`src/rtl/core/vdrk_pkg.sv`:
```
`default_nettype none
package vdrk_pkg;

  localparam int ACC_W  = 48;
  localparam int KEY_W  = 46;
  localparam int NORM_W = 24;
  localparam int GNORM_W = 22;
  localparam int FRAC_W = 30;

  localparam logic signed [ACC_W-1:0] ACC_MAX = {1'b0, {(ACC_W-1){1'b1}}};
  localparam logic signed [ACC_W-1:0] ACC_MIN = {1'b1, {(ACC_W-1){1'b0}}};
  localparam logic signed [KEY_W-1:0] ONE_Q30 = KEY_W'(64'sd1 <<< FRAC_W);
  localparam logic signed [KEY_W-1:0] TWO_Q30 = KEY_W'(64'sd1 <<< (FRAC_W + 1));
  localparam logic signed [KEY_W-1:0] KEY_LIMIT = KEY_W'(64'sd1 <<< 44);

  localparam logic [2:0] ADDR_METRIC = 3'd0;

  localparam logic [1:0] METRIC_L2     = 2'd0;
  localparam logic [1:0] METRIC_INNER  = 2'd1;
  localparam logic [1:0] METRIC_COSINE = 2'd2;

  typedef struct packed {
    logic               start;
    logic               given;
    logic [GNORM_W-1:0] gna;
    logic [GNORM_W-1:0] gnb;
  } cos_req_t;

endpackage
`default_nettype wire

```
`src/rtl/core/vdrk_mac.sv`:
```
`default_nettype none
module vdrk_mac #(
  parameter int MAX_DIM    = 4096,
  parameter int ELEM_WIDTH = 16
) (
  input  wire logic                                clk,
  input  wire logic                                rst,
  input  wire logic                                start,
  input  wire logic                                clear,
  input  wire logic signed [ELEM_WIDTH-1:0]        a,
  input  wire logic signed [ELEM_WIDTH-1:0]        b,
  output logic                                     done,
  output logic signed [vdrk_pkg::ACC_W-1:0]        dot_sum,
  output logic signed [vdrk_pkg::ACC_W-1:0]        diff_square_sum,
  output logic signed [vdrk_pkg::ACC_W-1:0]        norm_a_square_sum,
  output logic signed [vdrk_pkg::ACC_W-1:0]        norm_b_square_sum
);

  localparam int OW = ELEM_WIDTH + 1;
  localparam int PW = 2 * OW;
  localparam int WW = (PW > vdrk_pkg::ACC_W) ? PW : vdrk_pkg::ACC_W;
  localparam int CW = $clog2(MAX_DIM + 1);
  localparam int AW = vdrk_pkg::ACC_W;

  logic [CW-1:0]        element_count;
  logic [1:0]           step;
  logic [1:0]           pstep;
  logic                 run;
  logic                 en;
  logic                 pv;
  logic                 fin;
  logic signed [PW-1:0] prod;
  logic signed [OW-1:0] ax, bx, dx, opx, opy;
  logic signed [WW-1:0] pe;
  logic signed [AW-1:0] term, acc_sel, acc_new;
  logic signed [AW:0]   sum;

  assign ax = OW'(a);
  assign bx = OW'(b);
  assign dx = ax - bx;

  always_comb begin
    case (step)
      2'd0: begin opx = ax; opy = bx; end
      2'd1: begin opx = dx; opy = dx; end
      2'd2: begin opx = ax; opy = ax; end
      default: begin opx = bx; opy = bx; end
    endcase
  end

  always_comb begin
    case (pstep)
      2'd0: acc_sel = dot_sum;
      2'd1: acc_sel = diff_square_sum;
      2'd2: acc_sel = norm_a_square_sum;
      default: acc_sel = norm_b_square_sum;
    endcase
  end

  // clamp the term, add, clamp the sum
  always_comb begin
    pe = WW'(prod);
    if (pe > WW'(vdrk_pkg::ACC_MAX)) term = vdrk_pkg::ACC_MAX;
    else if (pe < WW'(vdrk_pkg::ACC_MIN)) term = vdrk_pkg::ACC_MIN;
    else term = AW'(pe);
    sum = (AW+1)'(acc_sel) + (AW+1)'(term);
    if (sum > (AW+1)'(vdrk_pkg::ACC_MAX)) acc_new = vdrk_pkg::ACC_MAX;
    else if (sum < (AW+1)'(vdrk_pkg::ACC_MIN)) acc_new = vdrk_pkg::ACC_MIN;
    else acc_new = AW'(sum);
  end

  always_ff @(posedge clk) begin
    prod  <= opx * opy;
    pstep <= step;
    if (rst) begin
      run <= 1'b0; step <= 2'd0; en <= 1'b0; pv <= 1'b0; fin <= 1'b0; done <= 1'b0;
      element_count <= '0;
      dot_sum <= '0; diff_square_sum <= '0;
      norm_a_square_sum <= '0; norm_b_square_sum <= '0;
    end else begin
      pv   <= run & en;
      fin  <= run && (step == 2'd3);
      done <= fin;
      if (start) begin
        run  <= 1'b1;
        step <= 2'd0;
        en   <= (element_count < CW'(MAX_DIM));
        if (element_count < CW'(MAX_DIM)) element_count <= element_count + 1'b1;
      end else if (run) begin
        step <= step + 2'd1;
        if (step == 2'd3) run <= 1'b0;
      end
      if (pv) begin
        case (pstep)
          2'd0: dot_sum <= acc_new;
          2'd1: diff_square_sum <= acc_new;
          2'd2: norm_a_square_sum <= acc_new;
          default: norm_b_square_sum <= acc_new;
        endcase
      end
      if (clear) begin
        element_count <= '0;
        dot_sum <= '0; diff_square_sum <= '0;
        norm_a_square_sum <= '0; norm_b_square_sum <= '0;
      end
    end
  end

  a_count_bound: assert property (@(posedge clk) disable iff (rst)
    element_count <= CW'(MAX_DIM)) else $error("element count beyond limit");
  a_done_after_run: assert property (@(posedge clk) disable iff (rst)
    done |-> !run) else $error("done while still running");
  a_norm_nonneg: assert property (@(posedge clk) disable iff (rst)
    !norm_a_square_sum[AW-1] && !norm_b_square_sum[AW-1]) else $error("negative norm sum");

endmodule
`default_nettype wire

```
`src/rtl/core/vdrk_cos.sv`:
```
`default_nettype none
module vdrk_cos (
  input  wire logic                               clk,
  input  wire logic                               rst,
  input  wire vdrk_pkg::cos_req_t                 req,
  input  wire logic signed [vdrk_pkg::ACC_W-1:0]  dot,
  input  wire logic signed [vdrk_pkg::ACC_W-1:0]  nsa,
  input  wire logic signed [vdrk_pkg::ACC_W-1:0]  nsb,
  output logic                                    busy,
  output logic                                    done,
  output logic signed [vdrk_pkg::KEY_W-1:0]       key
);

  localparam int AW = vdrk_pkg::ACC_W;
  localparam int NW = vdrk_pkg::NORM_W;

  typedef enum logic [2:0] {C_IDLE, C_ROOT, C_MUL, C_CHK, C_DIV, C_FIN} cstate_t;

  cstate_t              st;
  logic [4:0]           cnt;
  logic                 phase_b;
  logic [AW-1:0]        rv, root, bitv, nsb_hold, den, mag, rem;
  logic [NW-1:0]        na, nb;
  logic [2*NW-1:0]      nprod;
  logic                 neg;
  logic [vdrk_pkg::FRAC_W-1:0] q;
  logic [AW-1:0]        trial;
  logic [AW:0]          rs;

  assign trial = root + bitv;
  assign rs    = {rem, 1'b0};
  assign busy  = (st != C_IDLE);
  assign nprod = na * nb;

  always_ff @(posedge clk) begin
    if (rst) begin
      st <= C_IDLE; done <= 1'b0; cnt <= '0; phase_b <= 1'b0;
    end else begin
      done <= 1'b0;
      case (st)
        C_IDLE: begin
          if (req.start) begin
            neg <= dot[AW-1];
            mag <= dot[AW-1] ? AW'(-dot) : AW'(dot);
            if (req.given) begin
              na <= NW'(req.gna);
              nb <= NW'(req.gnb);
              st <= C_MUL;
            end else begin
              rv <= AW'(nsa); nsb_hold <= AW'(nsb);
              root <= '0; bitv <= AW'(64'd1 << 46);
              cnt <= '0; phase_b <= 1'b0;
              st <= C_ROOT;
            end
          end
        end
        C_ROOT: begin
          if (rv >= trial) begin
            rv   <= rv - trial;
            root <= (root >> 1) + bitv;
          end else begin
            root <= root >> 1;
          end
          bitv <= bitv >> 2;
          cnt  <= cnt + 5'd1;
          if (cnt == 5'd23) begin
            // final root bit resolved here
            if (!phase_b) begin
              na <= NW'(rv >= trial ? (root >> 1) + bitv : root >> 1);
              rv <= nsb_hold; root <= '0; bitv <= AW'(64'd1 << 46);
              cnt <= '0; phase_b <= 1'b1;
            end else begin
              nb <= NW'(rv >= trial ? (root >> 1) + bitv : root >> 1);
              st <= C_MUL;
            end
          end
        end
        C_MUL: begin
          den <= nprod;
          st  <= C_CHK;
        end
        C_CHK: begin
          rem <= mag; q <= '0; cnt <= '0;
          if (den == '0) begin
            key <= vdrk_pkg::ONE_Q30; st <= C_FIN;
          end else if (mag >= den) begin
            key <= neg ? vdrk_pkg::TWO_Q30 : '0; st <= C_FIN;
          end else begin
            st <= C_DIV;
          end
        end
        C_DIV: begin
          if (rs >= (AW+1)'(den)) begin
            rem <= AW'(rs - (AW+1)'(den));
            q   <= {q[vdrk_pkg::FRAC_W-2:0], 1'b1};
          end else begin
            rem <= AW'(rs);
            q   <= {q[vdrk_pkg::FRAC_W-2:0], 1'b0};
          end
          cnt <= cnt + 5'd1;
          if (cnt == 5'(vdrk_pkg::FRAC_W - 1)) st <= C_FIN;
        end
        C_FIN: begin
          if (q != '0 || den != '0) begin
            if (!(den == '0) && mag < den)
              key <= neg ? vdrk_pkg::ONE_Q30 + vdrk_pkg::KEY_W'(q)
                         : vdrk_pkg::ONE_Q30 - vdrk_pkg::KEY_W'(q);
          end
          done <= 1'b1;
          st   <= C_IDLE;
        end
        default: st <= C_IDLE;
      endcase
    end
  end

endmodule
`default_nettype wire

```
`src/rtl/core/vector_distance_rank_key.sv`:
```
`default_nettype none
// Channel   Direction  Handshake                 Payload
// in        sink       in_valid / in_ready       elem_a elem_b last_elem norms_given
//                                                given_norm_a given_norm_b
// out       source     out_valid / out_ready     rank_key
// cfg       APB        psel penable pwrite       paddr pwdata prdata (metric_mode)
//
// Each word runs four products through one shared multiplier, then a
// pipelined saturating add. On the last word, cosine computes both roots in
// turn in one shift-subtract root unit (unless norms are given), then runs
// a 30-bit shift-subtract divide.
// Synchronous reset clears accumulators, count and metric to zero.
// A finished key waits in the output register; a further vector may run
// meanwhile but holds its own key until that register empties.
module vector_distance_rank_key #(
  parameter int MAX_DIM    = 4096,
  parameter int ELEM_WIDTH = 16
) (
  input  wire logic                                 clk,
  input  wire logic                                 rst,
  input  wire logic                                 in_valid,
  output logic                                      in_ready,
  input  wire logic signed [ELEM_WIDTH-1:0]         elem_a,
  input  wire logic signed [ELEM_WIDTH-1:0]         elem_b,
  input  wire logic                                 last_elem,
  input  wire logic                                 norms_given,
  input  wire logic [vdrk_pkg::GNORM_W-1:0]         given_norm_a,
  input  wire logic [vdrk_pkg::GNORM_W-1:0]         given_norm_b,
  output logic                                      out_valid,
  input  wire logic                                 out_ready,
  output logic signed [vdrk_pkg::KEY_W-1:0]         rank_key,
  input  wire logic                                 psel,
  input  wire logic                                 penable,
  input  wire logic                                 pwrite,
  input  wire logic [2:0]                           paddr,
  input  wire logic [31:0]                          pwdata,
  output logic [31:0]                               prdata,
  output logic                                      pready
);

  localparam int AW = vdrk_pkg::ACC_W;
  localparam int KW = vdrk_pkg::KEY_W;

  typedef enum logic [1:0] {S_IDLE, S_MAC, S_COS, S_OUT} state_t;

  state_t                    state;
  logic [1:0]                metric_mode;
  logic signed [ELEM_WIDTH-1:0] a_r, b_r;
  logic                      last_r, given_r;
  logic [vdrk_pkg::GNORM_W-1:0] gna_r, gnb_r;
  logic                      mac_clear, mac_done;
  logic signed [AW-1:0]      dot_s, diff_s, nsa_s, nsb_s;
  vdrk_pkg::cos_req_t        cos_req;
  logic                      cos_busy, cos_done;
  logic signed [KW-1:0]      cos_key, key_r, lin_key;
  logic signed [AW:0]        lin_raw;

  assign pready    = 1'b1;
  assign prdata    = {30'd0, metric_mode};
  assign in_ready  = (state == S_IDLE);

  always_comb begin
    case (metric_mode)
      vdrk_pkg::METRIC_L2:    lin_raw = (AW+1)'(diff_s);
      vdrk_pkg::METRIC_INNER: lin_raw = -((AW+1)'(dot_s));
      default:                lin_raw = '0;
    endcase
    if (lin_raw > (AW+1)'(vdrk_pkg::KEY_LIMIT)) lin_key = vdrk_pkg::KEY_LIMIT;
    else if (lin_raw < -((AW+1)'(vdrk_pkg::KEY_LIMIT))) lin_key = -vdrk_pkg::KEY_LIMIT;
    else lin_key = KW'(lin_raw);
  end

  logic start_q;
  logic clear_q;
  assign mac_clear = clear_q;

  always_comb begin
    cos_req.start = (state == S_MAC) && mac_done && last_r
                    && (metric_mode == vdrk_pkg::METRIC_COSINE);
    cos_req.given = given_r;
    cos_req.gna   = gna_r;
    cos_req.gnb   = gnb_r;
  end

  vdrk_mac #(.MAX_DIM(MAX_DIM), .ELEM_WIDTH(ELEM_WIDTH)) u_mac (
    .clk(clk), .rst(rst), .start(start_q), .clear(mac_clear),
    .a(a_r), .b(b_r), .done(mac_done),
    .dot_sum(dot_s), .diff_square_sum(diff_s),
    .norm_a_square_sum(nsa_s), .norm_b_square_sum(nsb_s)
  );

  vdrk_cos u_cos (
    .clk(clk), .rst(rst), .req(cos_req), .dot(dot_s), .nsa(nsa_s), .nsb(nsb_s),
    .busy(cos_busy), .done(cos_done), .key(cos_key)
  );

  always_ff @(posedge clk) begin
    if (rst) begin
      state <= S_IDLE; metric_mode <= vdrk_pkg::METRIC_L2;
      out_valid <= 1'b0; start_q <= 1'b0; clear_q <= 1'b0;
    end else begin
      start_q <= 1'b0;
      clear_q <= 1'b0;
      if (psel && penable && pwrite && (paddr == vdrk_pkg::ADDR_METRIC))
        metric_mode <= pwdata[1:0];
      if (out_valid && out_ready) out_valid <= 1'b0;
      case (state)
        S_IDLE: begin
          if (in_valid) begin
            a_r <= elem_a; b_r <= elem_b; last_r <= last_elem;
            given_r <= norms_given; gna_r <= given_norm_a; gnb_r <= given_norm_b;
            start_q <= 1'b1;
            state <= S_MAC;
          end
        end
        S_MAC: begin
          if (mac_done) begin
            if (!last_r) state <= S_IDLE;
            else if (metric_mode == vdrk_pkg::METRIC_COSINE) state <= S_COS;
            else begin
              key_r <= lin_key;
              state <= S_OUT;
            end
          end
        end
        S_COS: begin
          if (cos_done) begin
            key_r <= cos_key;
            state <= S_OUT;
          end
        end
        S_OUT: begin
          if (!out_valid || out_ready) begin
            rank_key  <= key_r;
            out_valid <= 1'b1;
            clear_q   <= 1'b1;
            state     <= S_IDLE;
          end
        end
        default: state <= S_IDLE;
      endcase
    end
  end

  a_busy_after_accept: assert property (@(posedge clk) disable iff (rst)
    in_valid && in_ready |=> !in_ready) else $error("ready right after a word");
  a_key_range: assert property (@(posedge clk) disable iff (rst)
    out_valid |-> (rank_key <= vdrk_pkg::KEY_LIMIT) && (rank_key >= -vdrk_pkg::KEY_LIMIT))
    else $error("key out of range");
  a_cos_start_idle: assert property (@(posedge clk) disable iff (rst)
    cos_req.start |-> !cos_busy) else $error("cosine unit restarted while busy");

endmodule
`default_nettype wire

```
`config.mk`:
```
export PLATFORM = sky130hd
export DESIGN_NAME = vector_distance_rank_key
export DESIGN_NICKNAME = d
export VERILOG_FILES = /design/src/rtl/core/vdrk_pkg.sv /design/src/rtl/core/vdrk_mac.sv /design/src/rtl/core/vdrk_cos.sv /design/src/rtl/core/vector_distance_rank_key.sv
export SDC_FILE = /design/constraint.sdc
export NUM_CORES = 2
export LEC_CHECK = 0
export BUFFER_PORTS_ARGS = -buffer_cell sky130_fd_sc_hd__buf_2
export CORE_MARGIN = 2
export CORE_UTILIZATION = 40
export DETAILED_ROUTE_END_ITERATION = 7
export GPL_ROUTABILITY_DRIVEN = 1
export SLEW_MARGIN = 20
export SYNTH_ARGS = -nofsm -noshare
export SYNTH_HDL_FRONTEND = slang
export SYNTH_SLANG_ARGS = --single-unit
```
`constraint.sdc`:
```
create_clock -name clk -period 13.2 [get_ports clk]
set_input_delay 2.64 -clock clk [delete_from_list [all_inputs] [get_ports clk]]
set_output_delay 2.64 -clock clk [all_outputs]
set_load 0.01 [all_outputs]
```
After elaboration in Yosys (flattened, before gate mapping)
Index checks and enable logic that the tools add are counted.
Cells by class
  add/sub/neg operators: 13
  multipliers: 2
  divide/modulo/power cells: 0
  order comparisons: 11
  eq/ne operators: 33
  shift operators: 0
  multiplexer cells: 87
  bitwise operators: 6
  reduce and logical (&&, ||, !) cells: 53
Operator list (number)
  $mux W48: 18
  $mux W46: 11
  $pmux W48 S2: 4
  $mux W24: 8
  $pmux W46 S2: 2
  $pmux W48 S3: 1
  $pmux W49 S2: 1
  $ge A48 B48 Y1: 2
  $pmux W24 S2: 2
  $sub A48 B48 Y48: 2
  $mux W47: 2
  $pmux W17 S2: 2
  $pmux W30 S2: 1
  $add A48 B48 Y49: 1
  $ge A49 B48 Y1: 1
  $gt A49 B46 Y1 const B: 1
  $gt A49 B48 Y1 const B: 1
  $lt A49 B45 Y1 const B: 1
  $lt A49 B48 Y1 const B: 1
  $neg A48 Y49: 1
  $add A47 B48 Y48: 1
  $add A48 B48 Y48: 1
  $gt A34 B48 Y1 const B: 1
  $logic_not A48 Y1: 1
  other kinds (48): 138
Word-level totals
  bits in registers: 896
  latch bits: 0
  RAM bits: 0
  ROM bits: 0
  word-level logic and storage cells: 248
  memories: 0

Longest topological paths before layout
  word-level depth: 9
  depth in mapped cells: 38
  gate-level depth less buffers: 37

Hierarchy
A second synthesis with hierarchy kept.
Second synthesis, totals
  cells, all modules: 8473
  area, all modules: 79522.5 µm²
Modules (own cells, without submodules)
  vdrk_cos: times used 1, cells each 5101, area an instance 47438.0 µm², seq. area each 12902.4 µm²
  vdrk_mac: times used 1, cells each 2701, area an instance 23782.8 µm², seq. area each 4964.8 µm²
  vector_distance_rank_key: times used 1, cells each 671, area an instance 8301.7 µm², seq. area each 5245.0 µm²

Worst setup path before layout
OpenSTA, ideal clock, no wires.
  path type: input -> register
  start: input rst
  end: register u_cos.bitv[0], enable pin
  arrival: 11152 ps
  required time: 12453 ps
  setup slack: 1301 ps
  stages on the path: 3
  buffers on the path: 2
  cell sequence: clkbuf_1 -> clkbuf_1 -> nor3_1
Between the ends
  cells in the longest elaborated chain, start to end: 2
Ends and longest elaborated chain
  from (decl): line vector_distance_rank_key.sv:20  | input wire logic rst,
  $not A1 Y1 (no line)
  $reduce_and A4 Y1 (no line)
  to (signal assigned): line vdrk_cos.sv:64  | bitv <= bitv >> 2;
  to (decl): line vdrk_cos.sv:22  | logic [AW-1:0] rv, root, bitv, nsb_hold, den, mag, rem;
Every way passes these cells.
A chain may end at the register's enable or synchronous reset.

Worst setup path in the final report
  start: register b_r[1]
  end: register u_mac.prod[32]
Between the ends
  cells in the longest elaborated chain, start to end: 3
  elaborated cells on any way between the ends: 4
  those cells by class: add/sub (1); mul (1); mux (2)
Ends and longest elaborated chain
  from (decl): line vector_distance_rank_key.sv:48  | logic signed [ELEM_WIDTH-1:0] a_r, b_r;
  from (signal assigned): line vector_distance_rank_key.sv:110  | a_r <= elem_a; b_r <= elem_b; last_r <= last_elem;
  $sub A16 B16 Y17: line vdrk_mac.sv:40  | assign dx = ax - bx;
  $pmux W17 S2: line vdrk_mac.sv:43  | case (step)
  $mul A17 B17 Y34 *: line vdrk_mac.sv:73  | prod <= opx * opy;
  to (signal assigned): line vdrk_mac.sv:73
  to (decl): line vdrk_mac.sv:32  | logic signed [PW-1:0] prod;
Every way passes the cells marked *; elsewhere a longest branch is shown, timed or not.

==> reports/results.md <==
- complete, no violations — outcome
- 0 — # setup viols final
- 13.0% — compound-gate portion of the synthesized area
- 3 — clock buffer depth
- 21.1 um — detail-routed net length per standard cell
- 20.1% — Relative slew margins
- 6 — First-pass DRT Iterations
- 3 — number of antenna violations at the first check in global routing
- 0 — Final ANT Viol Nets
- 0.07 ns — clock-pin slew on the worst setup and hold paths
- 0.0634 ns — worst-case clock skew
- 593 — number of flops mapped to enable cells by yosys
- 15.3% — simple-gate share of the synthesized area
- 201 — number of top-level pins
- 0 ns — Setup TNS Final
- sky130_fd_sc_hd__nand2_1 — leading cell type in the layout, fill and taps excluded
- 0.494 mV — worst supply voltage drop on vdd
- 43.0% — switching part of the total
- 3 — CTS H-tree depth
- 0 — # DRC
- 0.101 GHz — Max Clk Rate
- 9.43 um2 — average size of a mapped cell
- 3.31 ns — worst setup margin
- 74.9% — final clock period utilization by the worst path
- 4650 — Iter 0 DRT Violations
- 59800 — via total after detailed routing
- sky130_fd_sc_hd__a31oi_1 — critical path's slowest cell
- 9.89 ns — final critical-path required period
- 0.193 mm2 — area of the core
- 0.88 ns — maximum single-stage delay on the critical path
- 161 — Placement Rows
- 20.0% — Flop pwr share
- sky130_fd_sc_hd__edfxtp_1 — commonest register cell after synthesis
- 4.49% — xor/xnor cell area share of the yosys netlist
- false — setup repair after global routing missed its margin
- 0.198 mm2 — DIE AREA
- flip-flop — startpoint types
- flip-flop to flip-flop — hold crit path type
- 0.76 ns — later-pin clock latency in the skew report
- 0 — post-cts repair resize count
- 18600 — Filler Cell Count
- 5.53 — Vias/cell
- 8.56% — synthesis-to-finish area growth
- 0 — pins over their slew limit
- sky130_fd_sc_hd__clkbuf_16 — root buf cell
- b_r[1] — crit path launch
- 33 — depth of the worst register-to-register path
- 8.99 mW — internal power consumption
- 6.94% — share of layout cells above drive strength 1
- 139 — PortBufs
- 0 — number of maximum-capacitance violations
- 0.0778 mm2 — total standard cell area after synthesis
- 10.57 ns — crit path DAT
- 9631 — Nets
- 357 mm — wire length of the first global-routing pass
- flip-flop — element type at the critical path end
- 97 — largest net degree at the start of global routing
- u_mac.prod[32] — terminus of the critical flop-to-flop path
- 28.6% — adder-cell area share of the yosys netlist
- 6.78 mW — switching power summed over all nets
- 858 — number of synthesized register bits
- 18.3% — share of power burned in the clock network
- 99 — CTS Buf Count
- 60200 — vias in the first global route
- 0 — count of yosys warnings during synthesis
- 36.3 nW — leakage power figure
- 0 — number of buffers inserted by hold repair at cts
- 445 um — vertical die dimension
- sky130_fd_sc_hd__nand2_1, sky130_fd_sc_hd__inv_1, sky130_fd_sc_hd__fa_1 — most frequent cells in the layout
- 1.20 ns — Least-Margin Pin Slew
- 187 mW/mm2 — cell area power density
- 40.3% — initial core utilization
- 91 — count of cell types in the netlist
- u_mac.prod[32] — worst setup path endpoint
- 8253 — Mapped Cells
- 177 mm — estimated wirelength of the detail-placed design
- 3.21 ns — pre-CTS setup slack
- flip-flop to flip-flop — Worst Path Class, Setup
- 3.31 ns — register-to-register setup slack
- 0% — Async S/R FF share, synth
- 2.05% — multiplexer fraction of the synthesized cell area
- 23.0% — total global-route track usage
- adder cells — main combinational cell family by area after synthesis
- 13.89 ns — Data required, critical path
- 10 — crit path max fanout
- 43.8% — Core Util, Final
- 858 — clock sink count
- 445 um — DIE WIDTH
- built — TritonCTS clock tree
- 0 — global route total overflow
- b_r[1] — Reg2Reg Launch Point
- 0 — # Post-CTS Setup Buffers
- 0 — Hold Violations, Final
- 0.979 — weighted congestion reported at the end of routability-driven placement
- 29.7% — fraction of the yosys area taken by sequential cells
- 61.7% — combinational cell fraction of total power
- 228 mm — Total Routed Length
[worst max-delay path: cells and delay by family, from the launching register on]
family,cells,cell delay (ns)
AOI/OAI and AO/OA,12,4.34
xor gates and xnor gates,2,0.30
adders and majority gates,8,3.70
buffers and inverters,6,0.33
DFF,1,0.45
and+or+nand+nor,5,0.69
[sequential cells by signal, summed over array words and instances, names as in the netlist, 30 cells and up, named ones only]
name / cells
u_cos.mag: 48
key_r: 46
rank_key: 46
u_cos.rv: 48
u_cos.root: 48
u_mac.prod: 34
u_cos.den: 48
u_cos.rem: 48
u_mac.norm_a_square_sum: 48
u_mac.dot_sum: 48
u_cos.q: 30
u_cos.nsb_hold: 48
u_cos.key: 32
u_mac.diff_square_sum: 48
u_mac.norm_b_square_sum: 48
[worst min-delay path by stage]
| stage | start | end | slack, ns | cells after the start |
|---|---|---|---|---|
| 3_3_place_gp | key_r[0] | rank_key[0] | 0.41 | 0 |
| 4_1_cts | key_r[45] | rank_key[45] | 0.42 | 0 |
| 3_5_place_dp | key_r[18] | rank_key[18] | 0.41 | 0 |
| 2_1_floorplan | u_mac.step[1] | u_mac.pstep[1] | 0.38 | 0 |
| 6_report | key_r[45] | rank_key[45] | 0.42 | 0 |
| 5_1_grt | key_r[43] | rank_key[43] | 0.43 | 0 |
[cells by family (layout without fill, tap and decap cells)]
family | after synthesis | in the layout
XOR/XNOR | 399 | 399
other | 2 | 33
multiplexers | 98 | 98
adder cells (fa/ha/maj) | 1310 | 1310
AND/OR/NAND/NOR | 2593 | 2593
AO/OA/AOI/OAI | 1623 | 1623
buffers and inverters | 1370 | 1375
flip-flops | 858 | 858
[through the flow]
step                      cell area (um2)  power (mW)  hold WS, ns  instances
after floorplan                     77900        10.9        0.382       8282
after global placement              81000        12.8        0.407      10600
after detailed placement            81000        13.0        0.405      10600
after CTS                           84400        15.9        0.419      10800
after global routing                84500        17.3        0.428      10800
final                               84500        15.8        0.416      10800
[power groups by stage]
stage               logic [mW]  registers [mW]  clock network [mW]
floorplan                 7.75            3.18                   0
detailed placement        9.78            3.21                   0
global placement          9.60            3.21                   0
finish                    9.72            3.15                2.89
global route              11.1            3.16                3.05
CTS                       9.83            3.15                2.94
[per-layer routing]
| layer | GRT usage [%] | wire [um] |
|---|---|---|
| met1 | 30.2 | 97000 |
| met2 | 38.5 | 109000 |
| met3 | 2.46 | 11600 |
| met4 | 9.71 | 10500 |
| met5 | 0 | 23 |
[final cells by class]
class | instances | area, um2 | area share (%)
Tap cell | 2526 | 3160 | 3.74
Antenna cell | 2 | 5.00 | 0.00593
Multi-Input combinational cell | 6054 | 49700 | 58.9
Clock buffer | 127 | 2730 | 3.23
Inverter | 941 | 3530 | 4.18
Sequential cell | 858 | 23100 | 27.4
Timing Repair Buffer | 249 | 1520 | 1.80
Clock inverter | 58 | 668 | 0.791
[cells in the mapped netlist (80+ instances only)]
master                     instances  area [um2]
sky130_fd_sc_hd__nor2_1          589        2210
sky130_fd_sc_hd__a21oi_1         393        1970
sky130_fd_sc_hd__xnor2_1         256        2240
sky130_fd_sc_hd__and3_1           80         500
sky130_fd_sc_hd__nand3_1          82         410
sky130_fd_sc_hd__dfxtp_1         265        5310
sky130_fd_sc_hd__fa_1            782       15700
sky130_fd_sc_hd__xor2_1          143        1250
sky130_fd_sc_hd__edfxtp_1        593       17800
sky130_fd_sc_hd__o21ai_0         484        2420
sky130_fd_sc_hd__inv_1           939        3520
sky130_fd_sc_hd__nand4_1          83         519
sky130_fd_sc_hd__and2_1          232        1450
sky130_fd_sc_hd__nor3_1           87         435
sky130_fd_sc_hd__nand2_1        1129        4240
sky130_fd_sc_hd__ha_1            526        6580
sky130_fd_sc_hd__a31oi_1         111         694
sky130_fd_sc_hd__clkbuf_1        373        1400
sky130_fd_sc_hd__a21o_1          152        1140
Power figures use the tool's default switching activity.
